--- src/design/lr_pkg.sv ---
`timescale 1ns / 1ps
`default_nettype none

package lr_pkg;

   localparam int CoordBits = 10;
   localparam int ErrBits   = CoordBits + 2;
   localparam int LeftBits  = CoordBits + 1;
   localparam int ColorBits = 16;

   typedef logic [CoordBits-1:0] coord_type;
   typedef logic [ErrBits-1:0]   err_type;
   typedef logic [LeftBits-1:0]  left_type;
   typedef logic [ColorBits-1:0] color_type;

   typedef enum logic [1:0] {
      STEP_NONE = 2'd0,
      STEP_INC  = 2'd1,
      STEP_DEC  = 2'd3
   } step_type;

   typedef enum logic {
      OP_LOAD = 1'b0,
      OP_STEP = 1'b1
   } opcode_type;

endpackage

`default_nettype wire

--- src/design/line_rasterizer.sv ---
`timescale 1ns / 1ps
`default_nettype none

// Line rasterizer: a load word (opcode 0) takes both endpoints and gives no
// pixel; each following step word (opcode 1) gives one pixel, major distance
// plus two in all, the start pixel twice and the final one flagged with
// rsp_last_pixel. A word is taken every cycle while the result register is
// free or being drained; each pixel shows in the cycle after its step word,
// since the error update is one add, compare and subtract per axis on
// registered state. A step with no line loaded gives nothing; a load
// restarts the walk. pen color is sampled when the step word is taken.
module line_rasterizer (
   input  wire                        clock,
   input  wire                        reset,
   input  wire                        csr_we,
   input  wire [lr_pkg::ColorBits-1:0] csr_wdata,
   input  wire                        req_valid,
   output logic                       req_ready,
   input  wire                        req_opcode,
   input  wire [lr_pkg::CoordBits-1:0] req_start_x,
   input  wire [lr_pkg::CoordBits-1:0] req_start_y,
   input  wire [lr_pkg::CoordBits-1:0] req_end_x,
   input  wire [lr_pkg::CoordBits-1:0] req_end_y,
   output logic                       rsp_valid,
   input  wire                        rsp_ready,
   output logic [lr_pkg::CoordBits-1:0] rsp_pixel_x,
   output logic [lr_pkg::CoordBits-1:0] rsp_pixel_y,
   output logic [lr_pkg::ColorBits-1:0] rsp_pixel_color,
   output logic                       rsp_last_pixel
);

   lr_pkg::color_type pen_color_ff, pen_color_in;
   lr_pkg::coord_type cur_x_ff, cur_x_in, cur_y_ff, cur_y_in;
   lr_pkg::err_type   err_x_ff, err_x_in, err_y_ff, err_y_in;
   lr_pkg::coord_type abs_dx_ff, abs_dx_in, abs_dy_ff, abs_dy_in;
   lr_pkg::coord_type major_ff, major_in;
   lr_pkg::step_type  step_x_ff, step_x_in, step_y_ff, step_y_in;
   lr_pkg::left_type  left_ff, left_in;
   logic              busy_ff, busy_in;

   logic              rsp_valid_ff, rsp_valid_in;
   lr_pkg::coord_type rsp_x_ff, rsp_x_in, rsp_y_ff, rsp_y_in;
   lr_pkg::color_type rsp_color_ff, rsp_color_in;
   logic              rsp_last_ff, rsp_last_in;

   logic              accept;
   lr_pkg::err_type   sum_x, sum_y, major_ext;
   lr_pkg::coord_type dx, dy;

   assign req_ready = !rsp_valid_ff || rsp_ready;
   assign accept    = req_valid && req_ready;

   always_comb begin
      pen_color_in = csr_we ? csr_wdata : pen_color_ff;

      cur_x_in  = cur_x_ff;
      cur_y_in  = cur_y_ff;
      err_x_in  = err_x_ff;
      err_y_in  = err_y_ff;
      abs_dx_in = abs_dx_ff;
      abs_dy_in = abs_dy_ff;
      major_in  = major_ff;
      step_x_in = step_x_ff;
      step_y_in = step_y_ff;
      left_in   = left_ff;
      busy_in   = busy_ff;

      rsp_valid_in = rsp_valid_ff && !rsp_ready;
      rsp_x_in     = rsp_x_ff;
      rsp_y_in     = rsp_y_ff;
      rsp_color_in = rsp_color_ff;
      rsp_last_in  = rsp_last_ff;

      major_ext = {2'b00, major_ff};
      sum_x     = err_x_ff + {2'b00, abs_dx_ff};
      sum_y     = err_y_ff + {2'b00, abs_dy_ff};

      // endpoint deltas and directions for a load
      if (req_end_x > req_start_x) begin
         dx        = req_end_x - req_start_x;
         step_x_in = lr_pkg::STEP_INC;
      end else if (req_end_x == req_start_x) begin
         dx        = '0;
         step_x_in = lr_pkg::STEP_NONE;
      end else begin
         dx        = req_start_x - req_end_x;
         step_x_in = lr_pkg::STEP_DEC;
      end
      if (req_end_y > req_start_y) begin
         dy        = req_end_y - req_start_y;
         step_y_in = lr_pkg::STEP_INC;
      end else if (req_end_y == req_start_y) begin
         dy        = '0;
         step_y_in = lr_pkg::STEP_NONE;
      end else begin
         dy        = req_start_y - req_end_y;
         step_y_in = lr_pkg::STEP_DEC;
      end
      if (!(accept && (req_opcode == lr_pkg::OP_LOAD))) begin
         step_x_in = step_x_ff;
         step_y_in = step_y_ff;
      end

      if (accept && (req_opcode == lr_pkg::OP_LOAD)) begin
         abs_dx_in = dx;
         abs_dy_in = dy;
         major_in  = (dx > dy) ? dx : dy;
         cur_x_in  = req_start_x;
         cur_y_in  = req_start_y;
         err_x_in  = '0;
         err_y_in  = '0;
         left_in   = {1'b0, major_in} + lr_pkg::left_type'(2);
         busy_in   = 1'b1;
      end else if (accept && busy_ff) begin
         rsp_valid_in = 1'b1;
         rsp_x_in     = cur_x_ff;
         rsp_y_in     = cur_y_ff;
         rsp_color_in = pen_color_ff;
         rsp_last_in  = (left_ff == lr_pkg::left_type'(1));

         err_x_in = sum_x;
         if (sum_x > major_ext) begin
            err_x_in = sum_x - major_ext;
            case (step_x_ff)
               lr_pkg::STEP_INC: cur_x_in = cur_x_ff + lr_pkg::coord_type'(1);
               lr_pkg::STEP_DEC: cur_x_in = cur_x_ff - lr_pkg::coord_type'(1);
               default:          cur_x_in = cur_x_ff;
            endcase
         end
         err_y_in = sum_y;
         if (sum_y > major_ext) begin
            err_y_in = sum_y - major_ext;
            case (step_y_ff)
               lr_pkg::STEP_INC: cur_y_in = cur_y_ff + lr_pkg::coord_type'(1);
               lr_pkg::STEP_DEC: cur_y_in = cur_y_ff - lr_pkg::coord_type'(1);
               default:          cur_y_in = cur_y_ff;
            endcase
         end

         if (left_ff != '0) begin
            left_in = left_ff - lr_pkg::left_type'(1);
         end
         busy_in = (left_in != '0);
      end
   end

   always_ff @(posedge clock) begin
      if (reset) begin
         pen_color_ff <= '0;
         cur_x_ff     <= '0;
         cur_y_ff     <= '0;
         err_x_ff     <= '0;
         err_y_ff     <= '0;
         abs_dx_ff    <= '0;
         abs_dy_ff    <= '0;
         major_ff     <= '0;
         step_x_ff    <= lr_pkg::STEP_NONE;
         step_y_ff    <= lr_pkg::STEP_NONE;
         left_ff      <= '0;
         busy_ff      <= 1'b0;
         rsp_valid_ff <= 1'b0;
      end else begin
         pen_color_ff <= pen_color_in;
         cur_x_ff     <= cur_x_in;
         cur_y_ff     <= cur_y_in;
         err_x_ff     <= err_x_in;
         err_y_ff     <= err_y_in;
         abs_dx_ff    <= abs_dx_in;
         abs_dy_ff    <= abs_dy_in;
         major_ff     <= major_in;
         step_x_ff    <= step_x_in;
         step_y_ff    <= step_y_in;
         left_ff      <= left_in;
         busy_ff      <= busy_in;
         rsp_valid_ff <= rsp_valid_in;
      end
   end

   always_ff @(posedge clock) begin
      rsp_x_ff     <= rsp_x_in;
      rsp_y_ff     <= rsp_y_in;
      rsp_color_ff <= rsp_color_in;
      rsp_last_ff  <= rsp_last_in;
   end

   assign rsp_valid       = rsp_valid_ff;
   assign rsp_pixel_x     = rsp_x_ff;
   assign rsp_pixel_y     = rsp_y_ff;
   assign rsp_pixel_color = rsp_color_ff;
   assign rsp_last_pixel  = rsp_last_ff;

   // idle walk has nothing left to emit
   assert property (@(posedge clock) disable iff (reset)
      !busy_ff |-> (left_ff == '0))
      else $error("idle with pixels left");

   // error sums never pass the major distance
   assert property (@(posedge clock) disable iff (reset)
      (err_x_ff <= {2'b00, major_ff}) && (err_y_ff <= {2'b00, major_ff}))
      else $error("error sum out of range");

   // a step on a live walk always yields a pixel next cycle
   assert property (@(posedge clock) disable iff (reset)
      (accept && (req_opcode == lr_pkg::OP_STEP) && busy_ff) |=> rsp_valid_ff)
      else $error("step word lost");

   // the flagged pixel ends the walk
   assert property (@(posedge clock) disable iff (reset)
      (accept && (req_opcode == lr_pkg::OP_STEP) && busy_ff
       && (left_ff == lr_pkg::left_type'(1))) |=> (!busy_ff && rsp_last_ff))
      else $error("walk did not end on last pixel");

endmodule

`default_nettype wire
--- config.mk ---
export PLATFORM = sky130hd
export DESIGN_NAME = line_rasterizer
export DESIGN_NICKNAME = d
export VERILOG_FILES = /design/src/design/lr_pkg.sv /design/src/design/line_rasterizer.sv
export SDC_FILE = /design/constraint.sdc
export NUM_CORES = 1
export LEC_CHECK = 0
export CAP_MARGIN = 0
export CORE_UTILIZATION = 70
export CTS_CLUSTER_SIZE = 20
export DETAILED_ROUTE_END_ITERATION = 8
export DONT_BUFFER_PORTS = 1
export PLACE_DENSITY = 0.91
export SYNTH_ARGS = -nofsm -noshare
export SYNTH_HDL_FRONTEND = slang
export SYNTH_SLANG_ARGS = --single-unit
--- constraint.sdc ---
create_clock -name clock -period 11.2 [get_ports clock]
set_clock_uncertainty 0.15 [all_clocks]
set_input_delay 0.56 -clock clock [delete_from_list [all_inputs] [get_ports clock]]
set_output_delay 0.56 -clock clock [all_outputs]
set_load 0.02 [all_outputs]
==> flow_metrics.py <==
metrics = {
    "yosys": {
        "ys_ff_latch": 144,
        "syn_area_um2": 10500,
        "avgSynthCellArea_um2": 8.43,
        "yosysWarningCount": 0,
        "synth-edff-count": 37,
        "synthArstFlopShare_pct": 0,
        "ys_seq_area_share_pct": 30.9,
        "yosysUniqueCellTypes": 70,
        "syn_nets": 1428,
        "synth_flop_cell": "dfxtp_1",
        "syn_inst": 1249,
    },
    "clock_tree": {
        "worstSkewPairLatency_ns": 0.43,
        "clk_path_buf_depth": 2,
        "cts_hold_buf": 0,
        "cts_resized": 0,
        "clock_sink_count": 144,
        "cts.repair_timing.setup_buffer_count": 0,
        "numCtsBuffers": 17,
        "cts_root_buf": "clkbuf_16",
        "cts_tree": "yes",
        "clkTransAtPathRegs_ns": 0.06,
        "h-tree-depth": 4,
    },
    "worst_hold_path": {
        "worstHoldStart": "reset",
        "min_path_cells": 1,
        "min_to": "abs_dy_ff[1]",
        "hold_path.class": "primary input to register",
    },
    "final_layout": {
        "layout_commonest_cell": "nor2_1",
        "antenna_cells": 0,
        "drive_above_1_share_pct": 4.45,
        "layout_common_cells": "138 x nor2_1, 118 x inv_1, 107 x ha_1, 107 x dfxtp_1, 102 x nand2_1",
        "syn_to_final_growth_pct": 6.07,
        "fin_area_um2": 11200,
        "final_net_count": 1402,
    },
    "setup_path": {
        "path_max_fanout": 12,
        "required_ns": 11.36,
        "crit_path_max_incr_delay_ns": 0.51,
        "cp_cell_sequence": "inv_1 > ha_1 > inv_1 > fa_1 > a21o_1 > a221o_1 > a211oi_1 > buf_4 > mux2_1 > a31oi_1 > mux2i_1 > ha_1 > a21o_1 > a21o_1 > a21oi_1 > o21a_1 > a21o_1 > mux2i_1 > ha_1 > nand2_1 > o311a_1 > o31a_1",
        "cp_slowest_cell": "mux2i_1",
        "r2r-end": "cur_y_ff[4]",
        "r2r_slack_ns": 5.94,
        "r2r-start": "err_y_ff[0]",
        "critical_path_class": "primary input to register",
        "path_buf_inv": 3,
        "cp-start-kind": "primary input",
        "cpMostUsedCell": "a21o_1",
        "path_delay_family": "compound AO/OA/AOI/OAI gates",
        "cp_num_cells": 22,
        "arrival_ns": 6.28,
        "rr_worst_depth": 18,
        "end_kind": "register",
    },
    "outcome": {
        "status": "complete, no violations",
    },
    "placement": {
        "gp_congestion": 0.999,
        "dpl.hpwl_um": 19800,
        "place_ws_ns": 4.75,
        "placed_cell_area_um2": 10600,
        "io_buffers": 0,
    },
    "die": {
        "core_um2": 14600,
        "initial_core_util_pct": 72.2,
        "dieWidth_um": 125,
        "chipHeight_um": 125,
        "ios": 101,
        "die_area_um2": 15500,
        "fp-row-count": 44,
    },
    "routing": {
        "viasPerCell": 6.57,
        "wl_per_cell_um": 19.3,
        "dr.pass1.iters": 6,
        "antenna_left": 0,
        "num_vias": 9334,
        "first_iter_violations": 926,
        "drt-total-wl_um": 27400,
        "route.detailed.drc": 0,
    },
    "power_and_ir_drop": {
        "vdd_drop_max_uv": 131,
        "leakagePower_nw": 5.03,
        "power.density_nw_per_um2": 160,
    },
    "timing": {
        "fin_ws_ns": 5.08,
        "period_share_pct": 54.6,
        "tightest_slew_ns": 1.12,
        "clock.fmax_ghz": 0.163,
        "hold-worst-slack_ns": 0.0698,
        "maxSlewViolCount": 0,
        "final-setup-viol-count": 0,
        "relSlewSlack_pct": 25.0,
        "fin_tns_setup_ns": 0,
        "rsz0062_at_grt": "false",
        "hold_violations": 0,
        "fin_crit_ns": 6.12,
    },
    "job": {
        "maxCapViolCount": 0,
    },
    "global_routing": {
        "grt_pass1_vias": 8781,
        "grt_usage_pct": 35.6,
        "antenna_found_initial": 0,
        "grt.overflow.total": 0,
        "grt_start_max_net_pins": 84,
        "grt_pass1_wl_um": 44400,
    },
}
==> registers in the layout, indices dropped and copies added, names as in the netlist, 11 cells and up <==
name             count
err_x_ff            12
err_y_ff            12
left_ff             11
pen_color_ff        16
rsp_pixel_color     16
==> power breakdown <==
group          internal, mW  switching [mW]  leakage, nW
sequential            0.563          0.0273         1.22
combinational         0.249           0.375         3.53
clock                 0.315           0.252        0.284
==> final cells by class <==
| class | instances | area, um^2 |
|---|---|---|
| flip-flops and latches | 144 | 3250 |
| multi-input cells | 934 | 6610 |
| inverters | 119 | 447 |
| repair buffers | 7 | 52.6 |
| well taps | 184 | 230 |
| clock buffers | 18 | 429 |
| fillers | 952 | 3420 |
| clock inverters | 14 | 145 |
==> worst max-delay path by stage <==
stage	start	endpoint	slack, ns
after floorplan	req_end_x[0]	left_ff[9]	5.27
after global placement	req_end_x[0]	left_ff[9]	4.90
after detailed placement	req_end_x[0]	left_ff[5]	4.75
after CTS	req_end_x[0]	left_ff[5]	5.17
after global routing	req_end_x[0]	left_ff[5]	4.60
final	req_end_x[0]	left_ff[9]	5.08
==> cells by family (layout without fill, tap and decap cells) <==
logic type	after synthesis	count (layout)	synth area share, %
AOI/OAI and AO/OA	318	318	20.3
xor gates and xnor gates	53	53	4.41
adders and majority gates	118	118	14.7
buffers and inverters	171	158	6.38
DFF	144	144	30.9
muxes	71	71	6.85
and+or+nand+nor	374	374	16.4
==> synthesized netlist by cell type, types with 13 or more instances <==
| master | number | area share [%] |
|---|---|---|
| ha_1 | 107 | 13 |
| xor2_1 | 17 | 1.4 |
| a21o_1 | 31 | 2.2 |
| clkbuf_1 | 36 | 1.3 |
| and3_1 | 14 | 0.83 |
| nor3_1 | 24 | 1.1 |
| xnor2_1 | 36 | 3.0 |
| o21ai_0 | 40 | 1.9 |
| inv_1 | 118 | 4.2 |
| a211oi_1 | 47 | 3.4 |
| nand3_1 | 19 | 0.90 |
| dfxtp_1 | 107 | 20 |
| o21bai_1 | 19 | 1.4 |
| a311oi_1 | 14 | 1.2 |
| edfxtp_1 | 37 | 11 |
| mux2i_1 | 63 | 6.0 |
| nor2_1 | 139 | 5.0 |
| nor2b_1 | 13 | 0.77 |
| a21oi_1 | 82 | 3.9 |
| nand2_1 | 102 | 3.6 |
==> per-layer routing <==
layer | vias up | part of all wire [%] | track usage (%)
li1 | 4402 | - | -
met1 | 4327 | 41 | 45.4
met2 | 522 | 45 | 56.1
met3 | 83 | 9.9 | 9.84
met4 | 0 | 3.6 | 15.9
met5 | - | 0 | 0
==> through the flow <==
stage / instances / power (mW) / util [%]
3_3_place_gp: 1388 / 1.19 / 72.6
3_5_place_dp: 1388 / 1.20 / 72.6
4_1_cts: 1420 / 1.76 / 76.5
5_1_grt: 1420 / 1.87 / 76.5
6_report: 1420 / 1.78 / 76.5
2_1_floorplan: 1249 / 1.08 / -
==> worst register-to-register path, stage by stage, from the launching register on <==
cell and delay, ns:
dfxtp_1 0.32, ha_1 0.23, fa_1 0.42, a21o_1 0.18, a21oi_1 0.24, o21bai_1 0.10
a21oi_1 0.23, o21bai_1 0.12, a21o_1 0.21, xor2_1 0.16, ha_1 0.37, nand4_1 0.11
nor3_1 0.36, nand2b_1 0.16, o2111ai_1 0.52, buf_4 0.41, nand3_1 0.43, nor2_1 0.11
a311oi_1 0.33
Note: power is estimated with default switching activity, not from simulation.
